===== config.mk =====
export PLATFORM = sky130hd
export DESIGN_NAME = command_line_keyword_parser_core
export DESIGN_NICKNAME = d
export VERILOG_FILES = /design/src/rtl/clkp_pkg.sv /design/src/rtl/clkp_dp.sv /design/src/rtl/clkp_ctrl.sv /design/src/rtl/command_line_keyword_parser_core.sv
export SDC_FILE = /design/constraint.sdc
export NUM_CORES = 1
export LEC_CHECK = 0
export BUFFER_PORTS_ARGS = -buffer_cell sky130_fd_sc_hd__buf_2
export CAP_MARGIN = 20
export CORE_MARGIN = 4
export CORE_UTILIZATION = 68
export CTS_BUF_LIST = sky130_fd_sc_hd__clkbuf_8
export DETAILED_ROUTE_END_ITERATION = 10
export PLACE_DENSITY = 0.84
export RECOVER_POWER = 100
export SETUP_SLACK_MARGIN = 0.1
export SYNTH_ARGS = -nofsm -noshare
export SYNTH_HDL_FRONTEND = slang
export SYNTH_SLANG_ARGS = --single-unit

===== constraint.sdc =====
create_clock -name clk -period 12.1 [get_ports clk]
set_clock_uncertainty 0.2 [all_clocks]
set_input_delay 0.605 -clock clk [delete_from_list [all_inputs] [get_ports clk]]
set_output_delay 0.605 -clock clk [all_outputs]
set_load 0.02 [all_outputs]

===== src/rtl/clkp_pkg.sv =====
// shared types, constants and the keyword table of the command line keyword parser
// no dependencies
`default_nettype none
package clkp_pkg;

  localparam int WORD_MAX = 16;
  localparam int LINE_MAX = 256;
  localparam int NUM_KEYS = 23;
  localparam int LEN_W    = $clog2(WORD_MAX + 1);
  localparam int IDX_W    = $clog2(WORD_MAX);
  localparam int CNT_W    = $clog2(LINE_MAX + 1);

  localparam logic [1:0] KIND_DATA = 2'd0;
  localparam logic [1:0] KIND_CMD  = 2'd1;
  localparam logic [1:0] KIND_FIN  = 2'd2;

  localparam logic [4:0] NO_COMMAND = 5'd23;
  localparam logic [7:0] ESC_RESET  = 8'd27;
  localparam logic [7:0] CHAR_PLUS  = 8'h2b;
  localparam logic [7:0] CHAR_SPACE = 8'h20;
  localparam logic [7:0] CHAR_NL    = 8'h0a;

  // keyword text right-justified: char p of a key of length L is at byte L-1-p
  localparam logic [8*WORD_MAX-1:0] KEY_TEXT [NUM_KEYS] = '{
    "++addr", "++auto", "++clr", "++eoi", "++eos", {"++eot_", "enable"},
    {"++eot_", "char"}, "++ifc", "++llo", "++loc", "++lon", "++mode", "++read",
    {"++read_", "tmo_ms"}, "++rst", {"++save_", "cfg"}, {"++factory_", "reset"},
    "++spoll", "++srq", "++status", "++trg", "++ver", "++help"
  };
  localparam logic [IDX_W-1:0] KEY_LEN [NUM_KEYS] = '{
    4'd6, 4'd6, 4'd5, 4'd5, 4'd5, 4'd12, 4'd10, 4'd5, 4'd5, 4'd5, 4'd5, 4'd6,
    4'd6, 4'd13, 4'd5, 4'd10, 4'd15, 4'd7, 4'd5, 4'd8, 4'd5, 4'd5, 4'd6
  };

  typedef struct packed {
    logic [7:0] data_byte;
    logic       end_of_line;
  } clkp_in_t;

  typedef struct packed {
    logic [1:0]       kind;
    logic [7:0]       byte_value;
    logic [4:0]       command_code;
    logic [CNT_W-1:0] char_count;
    logic             last;
  } clkp_out_t;

  typedef struct packed {
    logic latch;
    logic len_clear;
    logic store;
    logic rep_step;
    logic data_cur;
    logic dropnl;
    logic emit_cmd;
    logic emit_fin;
  } clkp_cmd_t;

  typedef struct packed {
    logic is_plus;
    logic is_space;
    logic is_nl;
    logic eol;
    logic len_full;
    logic hit;
    logic rep_last;
    logic out_free;
  } clkp_stat_t;

endpackage
`default_nettype wire


===== src/rtl/clkp_dp.sv =====
// datapath: byte latch, word buffer, keyword match mask, unescape, counters, output register
// depends on clkp_pkg
`default_nettype none
module clkp_dp import clkp_pkg::*; (
  input  wire logic       clk,
  input  wire logic       rst,
  input  wire clkp_in_t   in_beat,
  input  wire logic       cfg_valid,
  input  wire logic [7:0] cfg_data,
  input  wire logic       out_ready,
  input  wire clkp_cmd_t  cmd,
  output clkp_stat_t      stat,
  output logic            out_valid,
  output clkp_out_t       out_beat
);

  logic [7:0]          escape_char;
  logic [7:0]          cur_byte;
  logic                cur_eol;
  logic [7:0]          word_buf [WORD_MAX];
  logic [LEN_W-1:0]    word_len;
  logic [NUM_KEYS-1:0] key_mask, key_mask_next;
  logic [IDX_W-1:0]    rep_idx;
  logic                esc_pend;
  logic [4:0]          line_cmd;
  logic [CNT_W-1:0]    data_count;

  logic [7:0]  x;
  logic        x_eol, do_data, emit_data;
  logic [4:0]  hit_code;
  logic        hit;
  logic [IDX_W-1:0] cpos;

  always_comb begin
    for (int k = 0; k < NUM_KEYS; k++) begin
      cpos = KEY_LEN[k] - 4'd1 - word_len[IDX_W-1:0];
      key_mask_next[k] = ((word_len == '0) ? 1'b1 : key_mask[k]) &&
                         ({1'b0, KEY_LEN[k]} > word_len) &&
                         (KEY_TEXT[k][{cpos, 3'b000} +: 8] == cur_byte);
    end
  end

  always_comb begin
    hit = 1'b0;
    hit_code = NO_COMMAND;
    for (int k = NUM_KEYS - 1; k >= 0; k--) begin
      if (key_mask[k] && word_len == {1'b0, KEY_LEN[k]}) begin
        hit = 1'b1;
        hit_code = 5'(k);
      end
    end
  end

  always_comb begin
    x = cmd.rep_step ? word_buf[rep_idx] : cur_byte;
    x_eol = cmd.rep_step ? 1'b0 : cur_eol;
    do_data = cmd.rep_step | cmd.data_cur;
    emit_data = do_data && (esc_pend ||
                !(x == escape_char || (x_eol && cmd.dropnl && x == CHAR_NL)));
  end

  always_comb begin
    stat.is_plus  = cur_byte == CHAR_PLUS;
    stat.is_space = cur_byte == CHAR_SPACE;
    stat.is_nl    = cur_byte == CHAR_NL;
    stat.eol      = cur_eol;
    stat.len_full = word_len == LEN_W'(WORD_MAX);
    stat.hit      = hit;
    stat.rep_last = ({1'b0, rep_idx} + LEN_W'(1)) == word_len;
    stat.out_free = !out_valid || out_ready;
  end

  always_ff @(posedge clk) begin
    if (rst) begin
      escape_char <= ESC_RESET;
      word_len    <= '0;
      esc_pend    <= 1'b0;
      line_cmd    <= NO_COMMAND;
      data_count  <= '0;
      out_valid   <= 1'b0;
      rep_idx     <= '0;
    end else begin
      if (cfg_valid) escape_char <= cfg_data;
      if (cmd.latch) begin
        cur_byte <= in_beat.data_byte;
        cur_eol  <= in_beat.end_of_line;
        rep_idx  <= '0;
      end
      if (cmd.emit_cmd || cmd.emit_fin || cmd.len_clear ||
          (cmd.rep_step && stat.rep_last)) begin
        word_len <= '0;
      end else if (cmd.store) begin
        word_len <= word_len + LEN_W'(1);
      end
      if (cmd.store) begin
        word_buf[word_len[IDX_W-1:0]] <= cur_byte;
        key_mask <= key_mask_next;
      end
      if (cmd.rep_step) rep_idx <= rep_idx + IDX_W'(1);
      if (do_data) begin
        if (esc_pend) esc_pend <= 1'b0;
        else if (x == escape_char) esc_pend <= 1'b1;
      end
      if (emit_data || cmd.emit_cmd || cmd.emit_fin) out_valid <= 1'b1;
      else if (out_ready) out_valid <= 1'b0;
      if (emit_data) begin
        out_beat  <= '{kind: KIND_DATA, byte_value: x, command_code: 5'd0,
                       char_count: '0, last: 1'b0};
        if (data_count < CNT_W'(LINE_MAX)) data_count <= data_count + CNT_W'(1);
      end
      if (cmd.emit_cmd) begin
        out_beat  <= '{kind: KIND_CMD, byte_value: 8'd0, command_code: hit_code,
                       char_count: '0, last: 1'b0};
        line_cmd  <= hit_code;
      end
      if (cmd.emit_fin) begin
        out_beat   <= '{kind: KIND_FIN, byte_value: 8'd0, command_code: line_cmd,
                        char_count: data_count, last: 1'b1};
        line_cmd   <= NO_COMMAND;
        data_count <= '0;
        esc_pend   <= 1'b0;
      end
    end
  end

endmodule
`default_nettype wire


===== src/rtl/clkp_ctrl.sv =====
// controller: parse mode and sequencing of the datapath steps for one input beat
// depends on clkp_pkg
`default_nettype none
module clkp_ctrl import clkp_pkg::*; (
  input  wire logic       clk,
  input  wire logic       rst,
  input  wire logic       in_valid,
  output logic            in_ready,
  input  wire clkp_stat_t stat,
  output clkp_cmd_t       cmd
);

  typedef enum logic [2:0] {
    M_LINE_START, M_PREFIX, M_WORD, M_ARG, M_PLAIN
  } mode_t;

  typedef enum logic [2:0] {
    S_IDLE, S_EVAL, S_CLOSE, S_REPLAY, S_CMD, S_DATA, S_FIN
  } state_t;

  state_t state, state_next;
  mode_t  mode, mode_next;
  logic   data_after, data_after_next;
  logic   dropnl, dropnl_next;

  assign in_ready = state == S_IDLE;

  always_comb begin
    state_next = state;
    mode_next = mode;
    data_after_next = data_after;
    dropnl_next = dropnl;
    cmd = '0;
    cmd.dropnl = dropnl;
    unique case (state)
      S_IDLE: begin
        cmd.latch = in_valid;
        if (in_valid) state_next = S_EVAL;
      end
      S_EVAL: begin
        unique case (mode)
          M_LINE_START: begin
            if (stat.is_plus && !stat.eol) begin
              // word length is already zero at line start
              cmd.store = 1'b1;
              mode_next = M_PREFIX;
              state_next = S_IDLE;
            end else begin
              cmd.len_clear = 1'b1;
              mode_next = M_PLAIN;
              dropnl_next = 1'b0;
              state_next = S_DATA;
            end
          end
          M_PREFIX: begin
            if (stat.is_plus) begin
              cmd.store = 1'b1;
              mode_next = M_WORD;
              data_after_next = 1'b0;
              state_next = stat.eol ? S_CLOSE : S_IDLE;
            end else begin
              mode_next = M_PLAIN;
              dropnl_next = 1'b0;
              data_after_next = 1'b1;
              state_next = S_REPLAY;
            end
          end
          M_WORD: begin
            dropnl_next = 1'b1;
            if (stat.is_space || (stat.eol && stat.is_nl)) begin
              data_after_next = 1'b1;
              state_next = S_CLOSE;
            end else if (!stat.len_full) begin
              cmd.store = 1'b1;
              data_after_next = 1'b0;
              state_next = stat.eol ? S_CLOSE : S_IDLE;
            end else begin
              // overlong word, cannot match any keyword
              mode_next = M_ARG;
              data_after_next = 1'b1;
              state_next = S_REPLAY;
            end
          end
          M_ARG: begin
            dropnl_next = 1'b1;
            state_next = S_DATA;
          end
          default: begin
            mode_next = M_PLAIN;
            dropnl_next = 1'b0;
            state_next = S_DATA;
          end
        endcase
      end
      S_CLOSE: begin
        mode_next = M_ARG;
        state_next = stat.hit ? S_CMD : S_REPLAY;
      end
      S_CMD: begin
        if (stat.out_free) begin
          cmd.emit_cmd = 1'b1;
          state_next = stat.eol ? S_FIN : S_IDLE;
        end
      end
      S_REPLAY: begin
        if (stat.out_free) begin
          cmd.rep_step = 1'b1;
          if (stat.rep_last)
            state_next = data_after ? S_DATA : (stat.eol ? S_FIN : S_IDLE);
        end
      end
      S_DATA: begin
        if (stat.out_free) begin
          cmd.data_cur = 1'b1;
          state_next = stat.eol ? S_FIN : S_IDLE;
        end
      end
      S_FIN: begin
        if (stat.out_free) begin
          cmd.emit_fin = 1'b1;
          mode_next = M_LINE_START;
          state_next = S_IDLE;
        end
      end
      default: state_next = S_IDLE;
    endcase
  end

  always_ff @(posedge clk) begin
    if (rst) begin
      state <= S_IDLE;
      mode <= M_LINE_START;
      data_after <= 1'b0;
      dropnl <= 1'b0;
    end else begin
      state <= state_next;
      mode <= mode_next;
      data_after <= data_after_next;
      dropnl <= dropnl_next;
    end
  end

endmodule
`default_nettype wire


===== src/rtl/command_line_keyword_parser_core.sv =====
// top level of the command line keyword parser: controller plus datapath
// depends on clkp_pkg, clkp_ctrl, clkp_dp
//
// channel  direction  handshake              payload
// in       input      in_valid / in_ready    in_beat (data_byte, end_of_line)
// out      output     out_valid / out_ready  out_beat (kind .. last)
// cfg      input      cfg_valid / cfg_ready  cfg_data (escape_char)
//
// a beat that only extends the word is accepted (S_IDLE) and decoded (S_EVAL); a
// byte sent on as data adds an S_DATA step even when the escape rule drops it, a
// word close adds S_CLOSE, then S_CMD for the command or one S_REPLAY step per
// byte replayed through the single word buffer read port; line end adds S_FIN.
// each result leaves through a one-deep output register; a stalled output holds
// the sequencer. synchronous reset, no clearing pass; cfg is always ready
`default_nettype none
module command_line_keyword_parser_core import clkp_pkg::*; (
  input  wire logic       clk,
  input  wire logic       rst,
  input  wire logic       in_valid,
  output logic            in_ready,
  input  wire clkp_in_t   in_beat,
  output logic            out_valid,
  input  wire logic       out_ready,
  output clkp_out_t       out_beat,
  input  wire logic       cfg_valid,
  output logic            cfg_ready,
  input  wire logic [7:0] cfg_data
);

  clkp_cmd_t  cmd;
  clkp_stat_t stat;

  assign cfg_ready = 1'b1;

  clkp_ctrl u_ctrl (
    .clk      (clk),
    .rst      (rst),
    .in_valid (in_valid),
    .in_ready (in_ready),
    .stat     (stat),
    .cmd      (cmd)
  );

  clkp_dp u_dp (
    .clk       (clk),
    .rst       (rst),
    .in_beat   (in_beat),
    .cfg_valid (cfg_valid),
    .cfg_data  (cfg_data),
    .out_ready (out_ready),
    .cmd       (cmd),
    .stat      (stat),
    .out_valid (out_valid),
    .out_beat  (out_beat)
  );

endmodule
`default_nettype wire


==> out/results.ini, run 1 <==
[outcome]
run_status=complete, but fails checks
failed_checks=capacitance limit, slew limit

[logic_synthesis]
synth.avg_cell_area_um2=11.0
syn_inst=1149
synth_flop_cell=edfxtp_1
synth_nets=1197
synth_warnings=0
seq_area_frac_synth_pct=50.6
synthesis.area_um2=12700
synth_edf_count=184
ys_ff_latch=229
async_flop_share_pct=0
ys_types=79

[floorplanning]
fp.dieH_um=145
io_pins=50
start_util_pct=69.9
rows=49
die_x_um=145
dieArea_um2=20900
core_um2=18100

[cells_and_area]
fillerInstances=1168
drive_gt1_share_pct=8.61
nets=1228
syn_to_final_growth_pct=7.59
diodes=0
post-route-util_pct=75.3

[drt]
drc=0
post_drt_wl_per_cell_um=23.1
drt-total-wl_um=33200
drt_iter0_drc=1157
vias=9931
first_pass_iters=6
vias_per_cell=6.91
ant_nets=0

[power_and_ir_drop]
vdd_drop_max_uv=122
total_power_uw=2080
p_leak_uw=0.00467
powerDensity_nw_per_um2=152

[grt]
grt_pass1_vias=9438
grt_pass1_wl_um=51000
grt_use_total_pct=31.9
antenna_found_initial=1
globalRouteOverflowTotal=0
grt_start_max_net_pins=50

[clock_network]
cts.repair.resized=0
numCtsBuffers=38
clkSlewWorstSetupHoldPaths_ps=60
hold_buffers=0
clk_latency_ps=550
clk_path_buf_depth=3
clock-root-buffer=clkbuf_8
ctsHtreeMaxLevel=2
postCtsSetupBuffers=0
cts_tree=yes
cts_sinks=229

[place]
hpwl_um=21300
gp_congestion=0.963
port-buffer-count=48

[critical_path]
worstPathArrival_ps=6410
worstPathRequired_ps=12080
rr_startpoint=u_dp.cur_byte[1]
worst_path_largest_cell_delay_ps=1840
worst-path-max-fanout=42
crit_top_cell=clkbuf_1
end_kind=register
slowest_stage=clkbuf_1
critical_path.startpoint=u_dp.cur_byte[1]
start_kind=register
path_class=register to register
path_cells=clkbuf_1 -> nor2_1 -> nand3_1 -> a21oi_1 -> nor4_1 -> o21a_1 -> and2_1 -> clkbuf_1 -> and3_1

[min_path]
hold_path_class=primary input to register
hold_path.startpoint=in_beat[4]

[sta]
min_period_ps=6430
rsz0062_at_grt=false
fmax_mhz=156
drv_slew=331
report.final.setup_viol=0
fin_crit_sh_pct=53.1
tightestPinTransition_ps=2690
finalSetupTns_ps=0
whs_ps=29.6
slew_headroom_pct=-79.3
hold_viol=0

[job]
maxCapViolCount=9

layer usage:
| layer | share of wire (%) | routed length, um | track usage [%] |
|---|---|---|---|
| met1 | 39 | 12900 | 43.2 |
| met2 | 46 | 15100 | 49.8 |
| met3 | 12 | 3840 | 8.13 |
| met4 | 3.9 | 1300 | 12.9 |
| met5 | 0 | 0 | 0 |
flip-flops by register name (all words and copies together), names as in the netlist, named ones only:
| signal | cells |
|---|---|
| u_dp.line_cmd | 5 |
| u_dp.cur_byte | 8 |
| u_ctrl.data_after | 1 |
| u_ctrl.dropnl | 1 |
| u_dp.out_beat | 24 |
| u_dp.out_valid | 1 |
| u_dp.escape_char | 8 |
| u_dp.word_buf | 128 |
| u_dp.key_mask | 23 |
| u_ctrl.state | 3 |
| u_dp.rep_idx | 4 |
| u_ctrl.mode | 3 |
| u_dp.cur_eol | 1 |
| u_dp.esc_pend | 1 |
| u_dp.word_len | 5 |
| u_dp.data_count | 9 |
cell families (layout without fill, tap and decap cells):
| group | Yosys count | in the layout | share of synthesized area [%] |
|---|---|---|---|
| compound gates | 238 | 238 | 12.0 |
| xor+xnor | 97 | 97 | 6.69 |
| fa+ha+maj | 26 | 26 | 2.56 |
| buf+inv | 106 | 165 | 3.62 |
| flops | 229 | 229 | 50.6 |
| mux | 65 | 65 | 8.71 |
| other cells | 1 | 1 | 0.0295 |
| simple gates | 387 | 387 | 15.8 |
cell usage after synthesis, types with 11 or more instances:
master | n | area share [%]
a211oi_1 | 12 | 0.71
a21oi_1 | 83 | 3.3
and2_1 | 12 | 0.59
and3_1 | 34 | 1.7
clkbuf_1 | 54 | 1.6
dfxtp_1 | 45 | 7.1
edfxtp_1 | 184 | 44
ha_1 | 26 | 2.6
inv_1 | 26 | 0.77
mux2i_1 | 28 | 2.2
mux4_1 | 13 | 2.7
mux4_2 | 19 | 3.4
nand2_1 | 84 | 2.5
nand2b_1 | 21 | 1.0
nand3_1 | 32 | 1.3
nor2_1 | 91 | 2.7
nor2b_1 | 11 | 0.54
nor3_1 | 27 | 1.1
nor4_1 | 22 | 1.1
o211ai_1 | 14 | 0.83
o21ai_0 | 44 | 1.7
o31ai_1 | 12 | 0.71
xnor2_1 | 66 | 4.6
xor2_1 | 31 | 2.1
final cells by class:
type / count / area, um2 / share of cell area (%)
clock buffer: 41 / 564 / 4.13
clock inverter: 27 / 176 / 1.29
inverter: 29 / 109 / 0.797
multi-input combinational: 814 / 5790 / 42.4
sequential: 229 / 6430 / 47.1
tap: 229 / 287 / 2.10
timing repair buffer: 68 / 305 / 2.24
worst paths after layout:
path / to / slack [ps] / cells past startpoint
setup / recovery: u_dp.word_buf[2][1] / 5670 / 9
hold / removal: u_dp.cur_byte[3] / 30 / 1
setup reg to reg: u_dp.word_buf[2][1] / 5670 / 9
hold reg to reg: u_dp.line_cmd[3] / 260 / 2
power breakdown:
group	internal [uW]	leakage [uW]	switching, uW	total, uW
registers	923	0.00206	51.2	974
logic	140	0.00220	291	431
clock network	357	0.000411	315	672
layout by cell type (no fill, tap or decap), types with 13 or more instances in the layout:
master,n
a21oi_1,82
and3_1,34
buf_2,19
clkbuf_1,42
clkbuf_8,41
dfxtp_1,45
edfxtp_1,184
ha_1,26
inv_1,38
mux2i_1,28
mux4_1,13
mux4_2,19
nand2_1,84
nand2b_1,22
nand3_1,32
nor2_1,91
nor3_1,27
nor4_1,22
o211ai_1,14
o21ai_0,44
xnor2_1,66
xor2_1,31
metrics by stage:
step                      setup slack (ps)  std cells  cell area, um2
after floorplan                       7870       1149           12700
after global placement                7810       1367           13000
after detailed placement              7610       1367           13000
after CTS                             7560       1435           13700
after global routing                  5470       1437           13700
final                                 5670       1437           13700
critical path: cells and delay by family, from the launching register on:
family | cells | cell delay, ps
DFF | 1 | 320
buffers and inverters | 2 | 3320
AOI/OAI and AO/OA | 2 | 480
and+or+nand+nor | 5 | 1730
Note: power is estimated with default switching activity, not from simulation.
==> run 2, diff against run 1 <==
CORE_UTILIZATION = 65   (was 68)
PLACE_DENSITY = 0.8   (was 0.84)
clock period = 6.42 ns   (was 12.1 ns; I/O delays follow)
==> out/results.ini, run 2 (same netlist as run 1, synthesis figures left out) <==
[cells_and_area]
final_common_cell=edfxtp_1
largest_reg_flops=128
diodes=0
syn_to_final_growth_pct=9.41
nets=1254
final_cell_mix=edfxtp_1, nor2_1, nand2_1
drive_gt1_share_pct=8.91
layoutNonFillerInstCount=1494

[grt]
use_met3_pct=6.10
grt_use_total_pct=30.6
grt_pass1_vias=9395
busiest_layer=met2
grt_pass1_wl_um=52500
antenna_found_initial=0
grt_start_max_net_pins=50
met2_usage_pct=48.7
grt.met1_usage_pct=43.3
globalRouteOverflowTotal=0

[critical_path]
worst-path-max-fanout=49
end_kind=register
rrSetupSlack_ps=1240
critical_path.startpoint=u_dp.cur_byte[2]
rr_startpoint=u_dp.cur_byte[2]
worstRegToRegCells=8
worstPathArrival_ps=5150
reg2reg_to=u_dp.word_buf[12][3]
path_class=register to register
worstPathRequired_ps=6400
start_kind=register
setup.worst_path.end=u_dp.word_buf[12][3]

[power_and_ir_drop]
vdd_drop_max_uv=201
p_leak_uw=0.00478
total_power_uw=3810
powerDensity_nw_per_um2=274

[drt]
first_pass_iters=6
drc=0
drt_iter0_drc=1350
drt-total-wl_um=33600
ant_nets=0
vias=9965
post_drt_wl_per_cell_um=22.5
vias_per_cell=6.67

[sta]
min_period_ps=5180
fmax_mhz=193
fin_crit_sh_pct=80.7
drv_slew=173
setup_ws_ps=1240
finalSetupTns_ps=0
tightestPinTransition_ps=2710
slew_headroom_pct=-80.4
hold_viol=0
report.final.setup_viol=0
rsz0062_at_grt=false

[clock_network]
postCtsSetupBuffers=0
cts_sinks=229
clock-root-buffer=clkbuf_8
clk_latency_ps=550
clkSlewWorstSetupHoldPaths_ps=80
cts_tree=yes
clk_path_buf_depth=3
numCtsBuffers=38
ctsHtreeMaxLevel=2
cts.repair.resized=0

[floorplanning]
fp.dieH_um=148
io_pins=50
die_x_um=148
start_util_pct=67.0
rows=50
dieArea_um2=21800
core_um2=19000

[outcome]
failed_checks=capacitance limit, slew limit
run_status=complete, but fails checks

[job]
maxCapViolCount=5

[place]
gp_congestion=0.927
place_inst=1404
port-buffer-count=48
hpwl_um=21700
pre_cts_ws_ps=2160

[min_path]
hold_path_class=primary input to register

-- run 2: cell count changes in the layout (fill, tap and decap cells not counted) --
cell | previous run | this run
bufinv_16 | 2 | 0
clkinv_1 | 11 | 10
buf_4 | 7 | 15
clkinv_4 | 0 | 1
inv_1 | 38 | 41
inv_8 | 0 | 1
clkinv_2 | 2 | 3
clkbuf_8 | 41 | 38
dlygate4sd3_1 | 0 | 22
clkinvlp_4 | 2 | 1
clkbuf_1 | 42 | 38
inv_2 | 0 | 1
-- run 2: cell type report --
class / instances / area, um2
inverter: 29 / 109
clock inverter: 30 / 145
clock buffer: 38 / 523
multi-input combinational: 814 / 5790
timing repair buffer: 94 / 571
tap: 260 / 325
sequential: 229 / 6430
fill: 1289 / 5070
-- run 2: how the worst min path moves through the flow --
stage                     start             endpoint  slack [ps]  depth (start not counted)
2_1_floorplan        in_beat[1]     u_dp.cur_byte[0]         220                          0
3_3_place_gp   u_dp.line_cmd[3]     u_dp.line_cmd[3]         240                          2
3_5_place_dp   u_dp.line_cmd[2]     u_dp.line_cmd[2]         260                          2
4_1_cts               cfg_valid  u_dp.escape_char[5]           4                          3
5_1_grt               cfg_valid  u_dp.escape_char[5]           6                          3
6_report              cfg_valid  u_dp.escape_char[5]          20                          3
-- run 2: through the flow --
stage / cell area (um2) / hold WS [ps] / utilization [%]
after floorplan: 12700 / 220 / -
after global placement: 13100 / 242 / 69.1
after detailed placement: 13100 / 257 / 69.1
after CTS: 14000 / 3.60 / 73.8
after global routing: 13900 / 6.46 / 73.3
final: 13900 / 17.9 / 73.3
-- run 2: per-layer routing --
metal,vias to the layer above,routed length (um)
li1,4455,-
met1,4809,13600
met2,620,15600
met3,81,3530
met4,0,878
met5,-,0
-- run 2: critical path, cell delays in order (launching register included) --
cell      delay (ps)
edfxtp_1         320
clkbuf_1        1910
nor2b_1          170
nand3_1          190
a21oi_1          130
nor4_1           230
o21a_1           340
and2_0           710
and3_1           570
-- run 2: timing repair --
action / in CTS / in global routing
setup endpoints to repair: 0 / 0
endpoints found under the hold margin: 18 / 0
hold buffers: 22 / 0
-- run 2: report_power, final --
group / total (uW) / switching [uW] / leakage, uW / internal, uW
Combinational: 843 / 562 / 0.00233 / 281
Clock: 1140 / 582 / 0.000395 / 560
Sequential: 1820 / 85.6 / 0.00206 / 1740
Total: 3810 / 1230 / 0.00478 / 2580
